## src/hdl/multichannel_type_length_deframer_top_macros.svh

```systemverilog
// Assertion macros for the deframer top.
// Each macro takes a label, the clock, the active-low reset, the condition,
// the consequence and a message string.
`ifndef MULTICHANNEL_TYPE_LENGTH_DEFRAMER_TOP_MACROS_SVH
`define MULTICHANNEL_TYPE_LENGTH_DEFRAMER_TOP_MACROS_SVH

// The consequence must hold in the same cycle as the condition.
`define TLVD_ASSERT_NOW(lbl, clk, rst_n, cond, cons, msg) \
    lbl: assert property (@(posedge clk) disable iff (!rst_n) (cond) |-> (cons)) \
        else $error(msg);

// The consequence must hold in the cycle after the condition.
`define TLVD_ASSERT_NEXT(lbl, clk, rst_n, cond, cons, msg) \
    lbl: assert property (@(posedge clk) disable iff (!rst_n) (cond) |=> (cons)) \
        else $error(msg);

`endif

```

## src/hdl/tlvd_pkg.sv

```systemverilog
package tlvd_pkg;

    localparam int CH_W = 4;
    localparam int BYTE_W = 8;
    localparam int LEN_W = 32;
    localparam int CNT_W = 3;

    // Type byte plus four length bytes.
    localparam logic [CNT_W-1:0] HEADER_BYTES = CNT_W'(5);
    localparam logic [LEN_W-1:0] MAX_PAYLOAD_RESET = LEN_W'(1024 * 10);

    localparam logic KIND_DATA = 1'b0;
    localparam logic KIND_OPEN = 1'b1;

    localparam logic PHASE_WAIT_TYPE = 1'b0;
    localparam logic PHASE_IN_MSG = 1'b1;

    typedef struct packed {
        logic              kind;
        logic [CH_W-1:0]   channel;
        logic [BYTE_W-1:0] data_byte;
    } t_in_item;

    typedef struct packed {
        logic [CH_W-1:0]   out_channel;
        logic [BYTE_W-1:0] message_type;
        logic [BYTE_W-1:0] payload_byte;
        logic              has_byte;
        logic              last;
        logic              length_error;
    } t_out_item;

    // Context of one channel.
    typedef struct packed {
        logic              phase;
        logic [CNT_W-1:0]  byte_count;
        logic [LEN_W-1:0]  payload_length;
        logic [BYTE_W-1:0] current_type;
    } t_ctx;

endpackage

```

## src/hdl/tlvd_if.sv

```systemverilog
interface tlvd_in_if;
    logic                          valid;
    logic                          ready;
    logic                          kind;
    logic [tlvd_pkg::CH_W-1:0]     channel;
    logic [tlvd_pkg::BYTE_W-1:0]   data_byte;

    modport source (output valid, kind, channel, data_byte, input ready);
    modport sink (input valid, kind, channel, data_byte, output ready);
endinterface

interface tlvd_out_if;
    logic                          valid;
    logic                          ready;
    logic [tlvd_pkg::CH_W-1:0]     out_channel;
    logic [tlvd_pkg::BYTE_W-1:0]   message_type;
    logic [tlvd_pkg::BYTE_W-1:0]   payload_byte;
    logic                          has_byte;
    logic                          last;
    logic                          length_error;

    modport source (output valid, out_channel, message_type, payload_byte, has_byte, last,
                    length_error, input ready);
    modport sink (input valid, out_channel, message_type, payload_byte, has_byte, last,
                  length_error, output ready);
endinterface

```

## src/hdl/tlvd_ctx_store.sv

```systemverilog
module tlvd_ctx_store #(
    parameter int DEPTH = 16,
    parameter int IDX_W = 4
) (
    input  logic               i_clk,
    input  logic               i_rst_n,
    input  logic [IDX_W-1:0]   i_rd_idx,
    output tlvd_pkg::t_ctx     o_rd_ctx,
    input  logic               i_wr_en,
    input  logic [IDX_W-1:0]   i_wr_idx,
    input  tlvd_pkg::t_ctx     i_wr_ctx
);

    tlvd_pkg::t_ctx r_ctx [DEPTH];

    // Only the phase needs clearing: a channel waiting for a type byte
    // rebuilds the rest of its context from scratch.
    always_ff @(posedge i_clk) begin
        if (!i_rst_n) begin
            for (int i = 0; i < DEPTH; i++) begin
                r_ctx[i].phase <= tlvd_pkg::PHASE_WAIT_TYPE;
            end
        end else if (i_wr_en) begin
            r_ctx[i_wr_idx] <= i_wr_ctx;
        end
    end

    assign o_rd_ctx = r_ctx[i_rd_idx];

endmodule

```

## src/hdl/multichannel_type_length_deframer_top.sv

```systemverilog
// Multichannel type-length deframer.
// Requests enter on i_in: each is either a data byte for one channel or an
// open event that clears that channel's context. A message on a channel is
// one type byte, a four-byte little-endian length and then the payload.
// Results leave on o_out: one per payload byte, tagged with the channel and
// type and marked last on the final byte. An empty message gives a single
// result without a byte; a length above max_payload gives a single error
// result, and the channel then waits for a new type byte.
// Each request is registered in the input stage and its result in the
// result register that drives o_out. One request is taken every cycle
// unless the input stage holds a stalled result; the per-channel context
// is read, updated and written back within the one stage, so requests on
// the same channel may follow each other directly. Reset clears every
// channel to waiting for a type byte and loads max_payload with 10240; no
// clearing pass is needed. When the receiver stalls, the result register
// holds its request and the input stage holds one more; i_in.ready falls
// only when that stage holds a request that would give a result. Requests
// that give no result still pass. The user must write max_payload through
// i_cfg_we and i_cfg_data only while idle; the block does not enforce it.
`include "multichannel_type_length_deframer_top_macros.svh"

module multichannel_type_length_deframer_top #(
    parameter int CHANNELS = 16
) (
    input  logic                          i_clk,
    input  logic                          i_rst_n,
    tlvd_in_if.sink                       i_in,
    tlvd_out_if.source                    o_out,
    input  logic                          i_cfg_we,
    input  logic [tlvd_pkg::LEN_W-1:0]    i_cfg_data
);

    // The channel field is four bits wide, so no more than sixteen contexts
    // can ever be addressed.
    localparam int MAX_CH = 1 << tlvd_pkg::CH_W;
    localparam int DEPTH = (CHANNELS < MAX_CH) ? CHANNELS : MAX_CH;
    localparam int IDX_W = (DEPTH > 1) ? $clog2(DEPTH) : 1;
    localparam logic [tlvd_pkg::CH_W:0] CH_LIMIT = (tlvd_pkg::CH_W + 1)'(DEPTH);

    logic                         r_s1_valid;
    tlvd_pkg::t_in_item           r_s1;
    logic                         r_out_valid;
    tlvd_pkg::t_out_item          r_out;
    logic [tlvd_pkg::LEN_W-1:0]   r_max_payload;

    tlvd_pkg::t_ctx               rd_ctx;
    tlvd_pkg::t_ctx               n_ctx;
    tlvd_pkg::t_out_item          n_out;
    logic                         ctx_wr;
    logic                         s1_has_res;
    logic                         s1_go;
    logic                         in_range;
    logic                         in_accept;
    logic [IDX_W-1:0]             s1_idx;

    assign s1_idx = r_s1.channel[IDX_W-1:0];

    tlvd_ctx_store #(
        .DEPTH (DEPTH),
        .IDX_W (IDX_W)
    ) u_ctx_store (
        .i_clk    (i_clk),
        .i_rst_n  (i_rst_n),
        .i_rd_idx (s1_idx),
        .o_rd_ctx (rd_ctx),
        .i_wr_en  (ctx_wr & s1_go),
        .i_wr_idx (s1_idx),
        .i_wr_ctx (n_ctx)
    );

    // The stage moves on when it gives no result or the result register
    // will be free at this edge.
    assign s1_go = r_s1_valid && (!s1_has_res || !r_out_valid || o_out.ready);
    assign i_in.ready = !r_s1_valid || s1_go;
    assign in_accept = i_in.valid && i_in.ready;

    assign in_range = {1'b0, r_s1.channel} < CH_LIMIT;

    // Per-request work on the channel context.
    always_comb begin
        n_ctx = rd_ctx;
        n_out = '0;
        ctx_wr = 1'b0;
        s1_has_res = 1'b0;
        n_out.out_channel = r_s1.channel;
        n_out.message_type = rd_ctx.current_type;
        if (in_range) begin
            if (r_s1.kind == tlvd_pkg::KIND_OPEN) begin
                n_ctx = '0;
                ctx_wr = 1'b1;
            end else if (rd_ctx.phase == tlvd_pkg::PHASE_WAIT_TYPE) begin
                n_ctx.phase = tlvd_pkg::PHASE_IN_MSG;
                n_ctx.byte_count = tlvd_pkg::CNT_W'(1);
                n_ctx.payload_length = '0;
                n_ctx.current_type = r_s1.data_byte;
                ctx_wr = 1'b1;
            end else if (rd_ctx.byte_count < tlvd_pkg::HEADER_BYTES) begin
                // Length bytes arrive least significant first.
                case (rd_ctx.byte_count)
                    tlvd_pkg::CNT_W'(1): n_ctx.payload_length[7:0] =
                        rd_ctx.payload_length[7:0] | r_s1.data_byte;
                    tlvd_pkg::CNT_W'(2): n_ctx.payload_length[15:8] =
                        rd_ctx.payload_length[15:8] | r_s1.data_byte;
                    tlvd_pkg::CNT_W'(3): n_ctx.payload_length[23:16] =
                        rd_ctx.payload_length[23:16] | r_s1.data_byte;
                    tlvd_pkg::CNT_W'(4): n_ctx.payload_length[31:24] =
                        rd_ctx.payload_length[31:24] | r_s1.data_byte;
                    default: n_ctx.payload_length = rd_ctx.payload_length;
                endcase
                n_ctx.byte_count = rd_ctx.byte_count + tlvd_pkg::CNT_W'(1);
                ctx_wr = 1'b1;
                if (n_ctx.byte_count == tlvd_pkg::HEADER_BYTES) begin
                    if (n_ctx.payload_length == '0) begin
                        n_ctx.phase = tlvd_pkg::PHASE_WAIT_TYPE;
                        s1_has_res = 1'b1;
                        n_out.last = 1'b1;
                    end else if (n_ctx.payload_length > r_max_payload) begin
                        n_ctx.phase = tlvd_pkg::PHASE_WAIT_TYPE;
                        s1_has_res = 1'b1;
                        n_out.last = 1'b1;
                        n_out.length_error = 1'b1;
                    end
                end
            end else begin
                // During the payload the length counts the bytes still due.
                n_ctx.payload_length = rd_ctx.payload_length - tlvd_pkg::LEN_W'(1);
                ctx_wr = 1'b1;
                s1_has_res = 1'b1;
                n_out.payload_byte = r_s1.data_byte;
                n_out.has_byte = 1'b1;
                if (n_ctx.payload_length == '0) begin
                    n_out.last = 1'b1;
                    n_ctx.phase = tlvd_pkg::PHASE_WAIT_TYPE;
                end
            end
        end
    end

    always_ff @(posedge i_clk) begin
        if (!i_rst_n) begin
            r_s1_valid <= 1'b0;
        end else if (in_accept) begin
            r_s1_valid <= 1'b1;
        end else if (s1_go) begin
            r_s1_valid <= 1'b0;
        end
    end

    always_ff @(posedge i_clk) begin
        if (in_accept) begin
            r_s1.kind <= i_in.kind;
            r_s1.channel <= i_in.channel;
            r_s1.data_byte <= i_in.data_byte;
        end
    end

    always_ff @(posedge i_clk) begin
        if (!i_rst_n) begin
            r_out_valid <= 1'b0;
        end else if (s1_go && s1_has_res) begin
            r_out_valid <= 1'b1;
        end else if (o_out.ready) begin
            r_out_valid <= 1'b0;
        end
    end

    always_ff @(posedge i_clk) begin
        if (s1_go && s1_has_res) begin
            r_out <= n_out;
        end
    end

    always_ff @(posedge i_clk) begin
        if (!i_rst_n) begin
            r_max_payload <= tlvd_pkg::MAX_PAYLOAD_RESET;
        end else if (i_cfg_we) begin
            r_max_payload <= i_cfg_data;
        end
    end

    assign o_out.valid = r_out_valid;
    assign o_out.out_channel = r_out.out_channel;
    assign o_out.message_type = r_out.message_type;
    assign o_out.payload_byte = r_out.payload_byte;
    assign o_out.has_byte = r_out.has_byte;
    assign o_out.last = r_out.last;
    assign o_out.length_error = r_out.length_error;

    // A waiting result must never be overwritten by the stage behind it.
    `TLVD_ASSERT_NOW(a_no_overrun, i_clk, i_rst_n,
        r_s1_valid && s1_has_res && r_out_valid && !o_out.ready, !s1_go && !i_in.ready,
        "result register overrun")
    // A stalled request stays in the input stage.
    `TLVD_ASSERT_NEXT(a_s1_hold, i_clk, i_rst_n, r_s1_valid && !s1_go, r_s1_valid,
        "input stage lost a stalled request")
    // An error result closes the message and carries no byte.
    `TLVD_ASSERT_NOW(a_err_shape, i_clk, i_rst_n, r_out_valid && r_out.length_error,
        r_out.last && !r_out.has_byte && (r_out.payload_byte == '0),
        "malformed length error result")
    // Results without a byte only ever close a message.
    `TLVD_ASSERT_NOW(a_empty_last, i_clk, i_rst_n, r_out_valid && !r_out.has_byte,
        r_out.last && (r_out.payload_byte == '0), "byteless result not marked last")

endmodule

```

## src/flat_wrapper.sv

```systemverilog
// flat-port wrapper written by rule: the top's interface ports become plain ports
module multichannel_type_length_deframer_top_flat 
#(
    parameter int CHANNELS = 16
)
  (i_clk, i_rst_n, i_cfg_we, i_cfg_data, i_in_valid, i_in_kind, i_in_channel, i_in_data_byte, i_in_ready, o_out_valid, o_out_out_channel, o_out_message_type, o_out_payload_byte, o_out_has_byte, o_out_last, o_out_length_error, o_out_ready);
  tlvd_in_if i_in_i ();
  tlvd_out_if o_out_i ();
  input  logic i_clk;
  input  logic i_rst_n;
  input  logic i_cfg_we;
  input  logic [tlvd_pkg::LEN_W-1:0] i_cfg_data;
  input wire logic [$bits(i_in_i.valid)-1:0] i_in_valid;
  input wire logic [$bits(i_in_i.kind)-1:0] i_in_kind;
  input wire logic [$bits(i_in_i.channel)-1:0] i_in_channel;
  input wire logic [$bits(i_in_i.data_byte)-1:0] i_in_data_byte;
  output wire logic [$bits(i_in_i.ready)-1:0] i_in_ready;
  output wire logic [$bits(o_out_i.valid)-1:0] o_out_valid;
  output wire logic [$bits(o_out_i.out_channel)-1:0] o_out_out_channel;
  output wire logic [$bits(o_out_i.message_type)-1:0] o_out_message_type;
  output wire logic [$bits(o_out_i.payload_byte)-1:0] o_out_payload_byte;
  output wire logic [$bits(o_out_i.has_byte)-1:0] o_out_has_byte;
  output wire logic [$bits(o_out_i.last)-1:0] o_out_last;
  output wire logic [$bits(o_out_i.length_error)-1:0] o_out_length_error;
  input wire logic [$bits(o_out_i.ready)-1:0] o_out_ready;
  assign i_in_i.valid = i_in_valid;
  assign i_in_i.kind = i_in_kind;
  assign i_in_i.channel = i_in_channel;
  assign i_in_i.data_byte = i_in_data_byte;
  assign i_in_ready = i_in_i.ready;
  assign o_out_valid = o_out_i.valid;
  assign o_out_out_channel = o_out_i.out_channel;
  assign o_out_message_type = o_out_i.message_type;
  assign o_out_payload_byte = o_out_i.payload_byte;
  assign o_out_has_byte = o_out_i.has_byte;
  assign o_out_last = o_out_i.last;
  assign o_out_length_error = o_out_i.length_error;
  assign o_out_i.ready = o_out_ready;
  multichannel_type_length_deframer_top #(.CHANNELS(CHANNELS)) u_core (.i_clk(i_clk), .i_rst_n(i_rst_n), .i_in(i_in_i), .o_out(o_out_i), .i_cfg_we(i_cfg_we), .i_cfg_data(i_cfg_data));
endmodule
```

## config.mk

```make
export PLATFORM = sky130hd
export DESIGN_NAME = multichannel_type_length_deframer_top_flat
export DESIGN_NICKNAME = d
export VERILOG_FILES = /design/src/hdl/tlvd_pkg.sv /design/src/hdl/tlvd_if.sv /design/src/hdl/tlvd_ctx_store.sv /design/src/hdl/multichannel_type_length_deframer_top.sv /design/src/flat_wrapper.sv
export VERILOG_INCLUDE_DIRS = /design/src /design/src/hdl
export SDC_FILE = /design/constraint.sdc
export NUM_CORES = 1
export LEC_CHECK = 0
export ABC_CLOCK_PERIOD_IN_PS = 13260
export BUFFER_PORTS_ARGS = -buffer_cell sky130_fd_sc_hd__buf_2
export CORE_ASPECT_RATIO = 1.75
export CORE_MARGIN = 5
export CORE_UTILIZATION = 43
export DETAILED_ROUTE_END_ITERATION = 8
export PLACE_DENSITY = 0.63
export SKIP_CTS_REPAIR_TIMING = 1
export SYNTH_ARGS = -nofsm -noshare
export SYNTH_HDL_FRONTEND = slang
export SYNTH_SLANG_ARGS = --single-unit
```

## constraint.sdc

```tcl
create_clock -name i_clk -period 13.26 [get_ports i_clk]
set_clock_uncertainty 0.05 [all_clocks]
set_input_delay 2.652 -clock i_clk [delete_from_list [all_inputs] [get_ports i_clk]]
set_output_delay 2.652 -clock i_clk [all_outputs]
set_load 0.02 [all_outputs]
```

* After elaboration in Yosys (flattened, before gate mapping)
Memory sizes are Yosys's and may differ from the RTL's. A register that Yosys moved wholly into a read port is not among the register bits.
Cells that the tools add are included.
** Word-level totals
- Output and inout port bits :: 25
- Memory bits (read-only) :: 0
- Bits of input ports :: 50
- Bits in latches :: 0
- Word-level logic and storage cells :: 97
- Memory bits (writable) :: 704
- Memories kept :: 1
- Flip-flop bits (word level) :: 70
** Memories
- u_core.u_ctx_store.r_ctx :: words 16, bits a word 44, rd ports 1, clocked after Yosys merged registers in 1, write ports 16, RTL line tlvd_ctx_store.sv:14 : tlvd_pkg::t_ctx r_ctx [DEPTH];
** Cells by class
- Add/subtract/negate cells :: 2
- Shift-type cells :: 0
- Reduce and logical (&&, ||, !) cells :: 17
- Magnitude comparators :: 2
- Multipliers :: 0
- Bitwise gates (word level) :: 7
- Div/mod/pow operators :: 0
- Mux-type cells :: 51
- Eq/ne operators :: 5
** Operators by type and width (count)
- $mux W8 :: 17
- $mux W44 :: 2
- $logic_not A32 Y1 :: 2
- $reduce_or A44 Y1 :: 1
- $mux W36 :: 1
- $gt A32 B32 Y1 :: 1
- $mux W32 :: 1
- $or A8 B8 Y8 :: 4
- $sub A32 B1 Y32 const B :: 1
- $mux W1 :: 24
- $mux W4 :: 2
- $eq A3 B2 Y1 const B :: 2
- $eq A3 B3 Y1 const B :: 2
- $mux W2 :: 3
- $reduce_or A5 Y1 :: 1
- $reduce_bool A2 Y1 :: 2
- $add A3 B1 Y3 const B :: 1
- $eq A3 B1 Y1 const B :: 1
- $logic_and A1 B1 Y1 :: 3
- $logic_not A1 Y1 :: 3
- $logic_or A1 B1 Y1 :: 3
- $lt A3 B3 Y1 const B :: 1
- $mux W3 :: 1
- $not A1 Y1 :: 3
- 2 further kinds :: 2

* Depth between registers and ports, before layout
Gate-level depths: netlist (run 1).
- Depth after elaboration :: 21
- Gate-level depth with buffers :: 29

* Hierarchy
A second synthesis (run 1) with hierarchy kept.
** Unflattened totals
- Cells, all modules :: 1752
- Area, all modules :: 31880.6 um^2
** Modules (own cells, without submodules)
- tlvd_ctx_store :: area an instance 26467.9 um^2, instances 1, cells an instance 1134, seq. area each 20980.1 um^2
- multichannel_type_length_deframer_top :: area an instance 5412.7 um^2, instances 1, cells an instance 618, seq. area each 1761.7 um^2

* Worst setup path before layout (run 1)
Ideal clock, no wire load.
- Path kind :: register -> register
- From :: register with a tool-made name
- To :: memory u_core.u_ctx_store.r_ctx[12][43] in the netlist's numbering
- Library setup time :: 0.084 ns
- Buffers on the path :: 8
- Stages on the path, launching flop included :: 27
- Arrival :: 9.045 ns
- Period minus slack after synthesis :: 9.180 ns
- Required time :: 13.126 ns
- Path slack :: 4.080 ns
- Cell sequence :: dfxtp_1 buf_6 buf_12 buf_12 buf_12 buf_12 buf_6 buf_2 mux4_2 mux4_2 inv_2 ha_1 and3_1 clkbuf_1 a21o_1 ha_1 a21o_1 a21o_1 a2111oi_0 o21ai_0 o32ai_1 o311ai_0 nor3b_1 o31ai_2 nand3_1 nor3_1 mux2i_4
** RTL lines (RTL line)
- end: declaration :: tlvd_ctx_store.sv:14

==> metrics.txt, run 1 <==
top_reg_cell synth edfxtp_1; mux contribution to synthesized area 15.53%; DRT antenna net count 0; fin crit period 9.932 ns; core outline area 0.07522 mm^2; die width 218.1 um; DR vias 17699; average size of a mapped cell 18.13 um^2; CP Data Arrival Time 7.23 ns; xor and xnor area share after synthesis 0.5374%; setup TNS 0 ns; Num CTS Buffers 67; Max Clock Freq 100.7 MHz; status finished clean; clk_lat worst skew 0.62 ns; Post-Route WL 87.76 mm; Worst Hold Path EP u_core.u_ctx_store.r_ctx[8][43]$_DFF_P_; first-pass GRT wire length 127.4 mm; WP data required 10.56 ns; Synth Area in Compound Gates 4.526%; setup violators final 0; syn_nets 1887; r2r endpoint u_core.u_ctx_store.r_ctx[0][26]$_DFFE_PP_; Filler cells 6349; sequential fraction of the synthesis area 70.01%; ANT cells 0; iteration-0 DRC count of the detailed router 1595; share of cells above drive strength 1 24.68%; critical path fanouts, max 34; vias in the first global route 18459; GR Util met3 2.516%; met1 usage 25.62%; IO buf count 74; area grow syn2layout 11.96%; FF+latch count, synth 778; CP Capture Type primary output; busiest layer in global routing met2; main combinational cell family by area after synthesis multiplexers; Static Leak 12.97 nW; Slew @ Worst Pin 1.179 ns; First-pass DRT Iterations 5; Total GRT Usage 21.41%; synth top area cells edfxtp_1 67%, mux4_2 12%, dfxtp_1 3.3%, mux2i_1 2.3%, ha_1 1.5%; most frequent cells in the layout 724 x edfxtp_1, 169 x mux4_2, 85 x nand2_1; Hold Path Stages 2; Final nets 2000; clk sinks 778; Peak VDD IR 0.07745 mV; Clock Path Buffers 3; R2R setup slack 4.78 ns; num rows 133; Initial Util 43.34%; Post-Synth Adder-Cell Area 1.497%; Synth Area in Simple Gates 5.727%; period utilisation layout 74.90%; Synth area leader edfxtp_1; Final Hold Fails 0; global route overflow 0; post-synth cell types 86; Mapped Area 0.03260 mm^2; residual DRC count 0; Routed WL per cell 29.48 um; Startpoint Class flip-flop; Synth top area share 66.70%; root buffer cell clkbuf_16; worst reg-to-reg path cell count 17; gpl congestion 0.9323; DPL Wire Length 52.07 mm; Synth warnings 0; pwr dens 142.7 mW/mm^2; CTS HTree Levels 3; Worst Hold Class reg -> reg; fin. max-slew vios 0; fin worst setup slack 3.328 ns; vias per inst 5.945; RSZ-0062 raised after global routing no; met2 Usage GRT 38.79%; CTS tree yes; Slew headroom 19.37%; Die H 374.2 um; I/O pin total 75; leading cell type in the layout, fill and taps excluded edfxtp_1; critical path class reg -> out; Clock transition at path regs 0.07 ns; Max-Cap Viols 0; number of antenna violations at the first check in global routing 0; pre-CTS setup slack 3.905 ns; Post-synth EDFFs 724; pin count of the biggest net entering global routing 90; Post-Synthesis Cells 1798; Die Area 0.08163 mm^2; hold path start u_core.u_ctx_store.r_ctx[8][43]$_DFF_P_; async set-reset flop share out of synthesis 0%
[logic make-up (layout without fill, tap and decap cells)]
family / after synthesis / after routing
compound gates: 194 / 194
xor+xnor: 20 / 20
fa+ha+maj: 39 / 39
buf+inv: 136 / 303
flops: 778 / 778
mux: 271 / 271
simple gates: 360 / 360
[final cells by class]
cell class              instances  area, um^2  area share (%)
flip-flops and latches        778       22830           62.56
multi-input cells             884        9218           25.26
clock buffers                  91        1847           5.060
well taps                    1012        1266           3.469
repair buffers                139       870.8           2.386
clock inverters                32       307.8          0.8434
inverters                      41       153.9          0.4217
[how the worst max path moves through the flow]
stage / end / start / slack (ns)
after floorplan: u_core.u_ctx_store.r_ctx[12][43]$_DFF_P_ / flip-flop / 4.08
after global placement: i_in_ready / flip-flop / 4.03
after detailed placement: i_in_ready / flip-flop / 3.91
after CTS: i_in_ready / flip-flop / 3.22
after global routing: i_in_ready / flip-flop / 2.84
final: i_in_ready / flip-flop / 3.33
[cell usage after synthesis (all sizes together), types with 11 or more instances]
cell type / n
nor3: 28
dfxtp: 54
mux2i: 86
o21ai: 16
or3: 11
xnor2: 15
nand4: 17
ha: 39
a21o: 25
inv: 41
buf: 49
clkbuf: 46
a211oi: 20
edfxtp: 724
nor2: 95
a22oi: 44
nor2b: 43
mux4: 175
nand3: 15
a21oi: 22
and2: 14
nand2: 87
[worst max-delay path, cell delays in order, from the launching register on]
cell      delay [ns]
dfxtp_4         0.80
buf_4           0.66
mux4_2          0.57
mux4_2          0.53
inv_2           0.13
ha_1            0.23
nor2b_1         0.21
nand3_1         0.10
nand2_1         0.31
nand2_1         0.15
nand2_1         0.12
ha_1            0.15
nand4_1         0.12
nor4_1          0.57
o32ai_1         0.24
o311ai_0        0.22
nor3b_1         0.51
or3_1           0.27
nor2b_1         0.26
and2_1          0.20
nand2_1         0.06
buf_2           0.19
[where the power goes]
part           internal [mW]  switching, mW  leakage, nW
clock                   1.07          0.874         1.06
combinational          0.209          0.344         4.05
sequential              2.68         0.0345         7.85
[metrics by stage]
step	cells	hold WS, ns	power (mW)	cell area [um^2]	util, %
3_5_place_dp	2854	0.4054	3.319	34340	45.66
2_1_floorplan	1798	0.3816	3.134	32600	-
5_1_grt	2977	0.4262	5.375	36500	48.52
6_report	2977	0.4140	5.209	36500	48.52
3_3_place_gp	2854	0.3909	3.313	34340	45.66
4_1_cts	2977	0.4141	5.245	36500	48.52
[routing by layer]
metal  part of all wire (%)  vias up
li1                       -     7473
met1                     36     9373
met2                     54      667
met3                    4.8      186
met4                    4.7        0
met5                      0        -
[sequential cells by signal, indices dropped and copies added, names as in the netlist, 4 cells and up, named ones only]
register	cells
u_core.o_out.out_channel	4
u_core.o_out.message_type	8
u_core.u_ctx_store.r_ctx	704
u_core.s1_idx	4
u_core.r_s1	9
u_core.o_out.payload_byte	8
u_core.r_max_payload	32
Note: power is estimated with default switching activity, not from simulation.
==> run 2, diff against run 1 <==
ABC_CLOCK_PERIOD_IN_PS = 8600   (was 13260)
PLACE_DENSITY = 0.66   (was 0.63)
clock period = 8.6 ns   (was 13.26 ns; I/O delays follow)
==> metrics.txt, run 2 (synthesis gave the netlist of run 1 again) <==
pwr dens 219.3 mW/mm^2 (was 142.7 mW/mm^2); fin worst setup slack 0.4911 ns (was 3.328 ns); DPL Wire Length 53.39 mm (was 52.07 mm); Layout Cells excl Fill 2978 (was 2977); area grow syn2layout 12.85% (was 11.96%); vias in the first global route 18455 (was 18459); largest registers u_core.u_ctx_store.r_ctx x704, u_core.r_max_payload x32, u_core.r_s1 x9 (unchanged); Final nets 2004 (was 2000); critical path fanouts, max 26 (was 34); period utilisation layout 94.29%; global route overflow 0 (unchanged); Slew headroom 4.756% (was 19.37%); iteration-0 DRC count of the detailed router 1635 (was 1595); DRT antenna net count 0 (unchanged); CP Capture Type primary output (unchanged); WP data required 6.83 ns (was 10.56 ns); Startpoint Class flip-flop (unchanged); RSZ-0062 raised after global routing no (unchanged); Final Power 8.066 mW (was 5.209 mW); root buffer cell clkbuf_16 (unchanged); Die Area 0.08163 mm^2 (unchanged); max FFs per register 704 (unchanged); CP Data Arrival Time 6.34 ns (was 7.23 ns); Slew @ Worst Pin 1.429 ns (was 1.179 ns); IO buf count 74 (unchanged); first-pass GRT wire length 125.9 mm (was 127.4 mm); Clock Path Buffers 3 (unchanged); Max Clock Freq 123.3 MHz; CP most frequent cell nand2_1 (unchanged); share of cells above drive strength 1 25.18% (was 24.68%); CTS HTree Levels 3 (unchanged); setup TNS 0 ns (unchanged); pin count of the biggest net entering global routing 117 (was 90); Peak VDD IR 0.1259 mV (was 0.07745 mV); Initial Util 43.34% (unchanged); num rows 133 (unchanged); Filler cells 6248 (was 6349); Static Leak 13.05 nW (was 12.97 nW); R2R setup slack 1.63 ns (was 4.78 ns); Total GRT Usage 21.11% (was 21.41%); vias per inst 5.918 (was 5.945); delay-heaviest family, CP simple AND/OR/NAND/NOR gates (unchanged); gpl congestion 0.9784 (was 0.9323); critical path's largest stage delay 0.72 ns (was 0.80 ns); Cell Chain, Critical Path mux4_2 -> mux4_2 -> inv_2 -> ha_1 -> nor2b_1 -> nand3_1 -> nand2_1 -> nand2_1 -> nand2_1 -> ha_1 -> nand4_1 -> nor4_1 -> o32ai_1 -> o311ai_0 -> nor3b_1 -> or3_1 -> nor2b_1 -> and2_1 -> nand2_1 -> buf_2 (was buf_4 -> mux4_2 -> mux4_2 -> inv_2 -> ha_1 -> nor2b_1 -> nand3_1 -> nand2_1 -> nand2_1 -> nand2_1 -> ha_1 -> nand4_1 -> nor4_1 -> o32ai_1 -> o311ai_0 -> nor3b_1 -> or3_1 -> nor2b_1 -> and2_1 -> nand2_1 -> buf_2); number of antenna violations at the first check in global routing 0 (unchanged); pre-CTS setup slack 0.9317 ns (was 3.905 ns); critical path class reg -> out (unchanged); First-pass DRT Iterations 7 (was 5); Largest Register u_core.u_ctx_store.r_ctx (unchanged); most frequent cells in the layout 724 x edfxtp_1, 169 x mux4_2, 85 x nand2_1 (unchanged); WP buf/inv 2 (was 3); Post-Route WL 86.43 mm (was 87.76 mm); CTS tree yes (unchanged); clk sinks 778 (unchanged); die width 218.1 um (unchanged); leading cell type in the layout, fill and taps excluded edfxtp_1 (unchanged); core outline area 0.07522 mm^2 (unchanged); Max-Cap Viols 0 (unchanged); Cell Area, Placed 0.03458 mm^2 (was 0.03434 mm^2); post-route cell area 0.03678 mm^2 (was 0.03650 mm^2); Num CTS Buffers 67 (unchanged); placed cell count 2858 (was 2854); DR vias 17623 (was 17699); Clock transition at path regs 0.07 ns (about the same); ANT cells 0 (unchanged); fin. max-slew vios 0 (unchanged); Slowest-stage cell, CP nor3b_1 (was dfxtp_4); I/O pin total 75 (unchanged); setup violators final 0 (unchanged); status finished clean (unchanged); Worst Hold Class reg -> reg (unchanged); Routed WL per cell 29.02 um (was 29.48 um); residual DRC count 0 (unchanged); Final Hold Fails 0 (unchanged); clk_lat worst skew 0.62 ns (about the same); Die H 374.2 um (unchanged); fin crit period 8.109 ns
[run 2: changes by cell type in the layout (fill, tap and decap cells not counted), moves of 2 or more]
cell,delta
buf_12,+14
clkbuf_8,-2
nor3_4,+4
a211oi_1,-3
clkbuf_16,+3
inv_4,+2
nor3_2,-4
buf_4,-11
inv_6,-4
a211oi_2,+3
clkbuf_1,-6
clkinvlp_4,+5
[run 2: final cells by class]
class | instances | area (um^2) | area share [%]
clock buffers | 86 | 1872 | 5.089
well taps | 1012 | 1266 | 3.442
clock inverters | 34 | 327.8 | 0.8912
flip-flops and latches | 778 | 22830 | 62.07
multi-input cells | 884 | 9251 | 25.15
inverters | 41 | 153.9 | 0.4184
repair buffers | 143 | 1080 | 2.935
[run 2: path summary, 6_finish.rpt]
path	from	cells past startpoint	to
setup / recovery	flip-flop	20	i_in_ready
hold reg to reg	u_core.u_ctx_store.r_ctx[15][43]$_DFF_P_	2	u_core.u_ctx_store.r_ctx[15][43]$_DFF_P_
hold / removal	u_core.u_ctx_store.r_ctx[15][43]$_DFF_P_	2	u_core.u_ctx_store.r_ctx[15][43]$_DFF_P_
setup reg to reg	flip-flop	18	u_core.u_ctx_store.r_ctx[13][13]$_DFFE_PP_
[run 2: stage by stage]
step | hold WS, ns | util (%)
CTS | 0.4101 | 48.90
global route | 0.4223 | 48.90
global placement | 0.3897 | 45.97
finish | 0.4108 | 48.90
floorplan | 0.3816 | -
detailed placement | 0.3968 | 45.97
[run 2: worst reg2reg max path: cells and delay by family (launching register included)]
| family | cells | cell delay (ns) |
|---|---|---|
| fa+ha+maj | 2 | 0.45 |
| mux | 2 | 1.13 |
| simple gates | 4 | 1.71 |
| flops | 1 | 0.66 |
| compound gates | 8 | 1.99 |
| buf+inv | 2 | 0.60 |
[run 2: power breakdown]
group | internal [mW] | switching, mW | total (mW) | leakage (nW)
Clock | 1.70 | 1.34 | 3.04 | 1.08
Combinational | 0.325 | 0.528 | 0.853 | 4.13
Sequential | 4.13 | 0.0426 | 4.17 | 7.85
Total | 6.16 | 1.91 | 8.07 | 13.0
[run 2: layer usage]
| metal | vias to the layer above | GRT usage (%) | share of wire (%) |
|---|---|---|---|
| li1 | 7497 | - | - |
| met1 | 9266 | 25.21 | 36 |
| met2 | 678 | 38.05 | 54 |
| met3 | 182 | 2.468 | 5.3 |
| met4 | 0 | 9.687 | 4.8 |
| met5 | - | 0 | 0 |
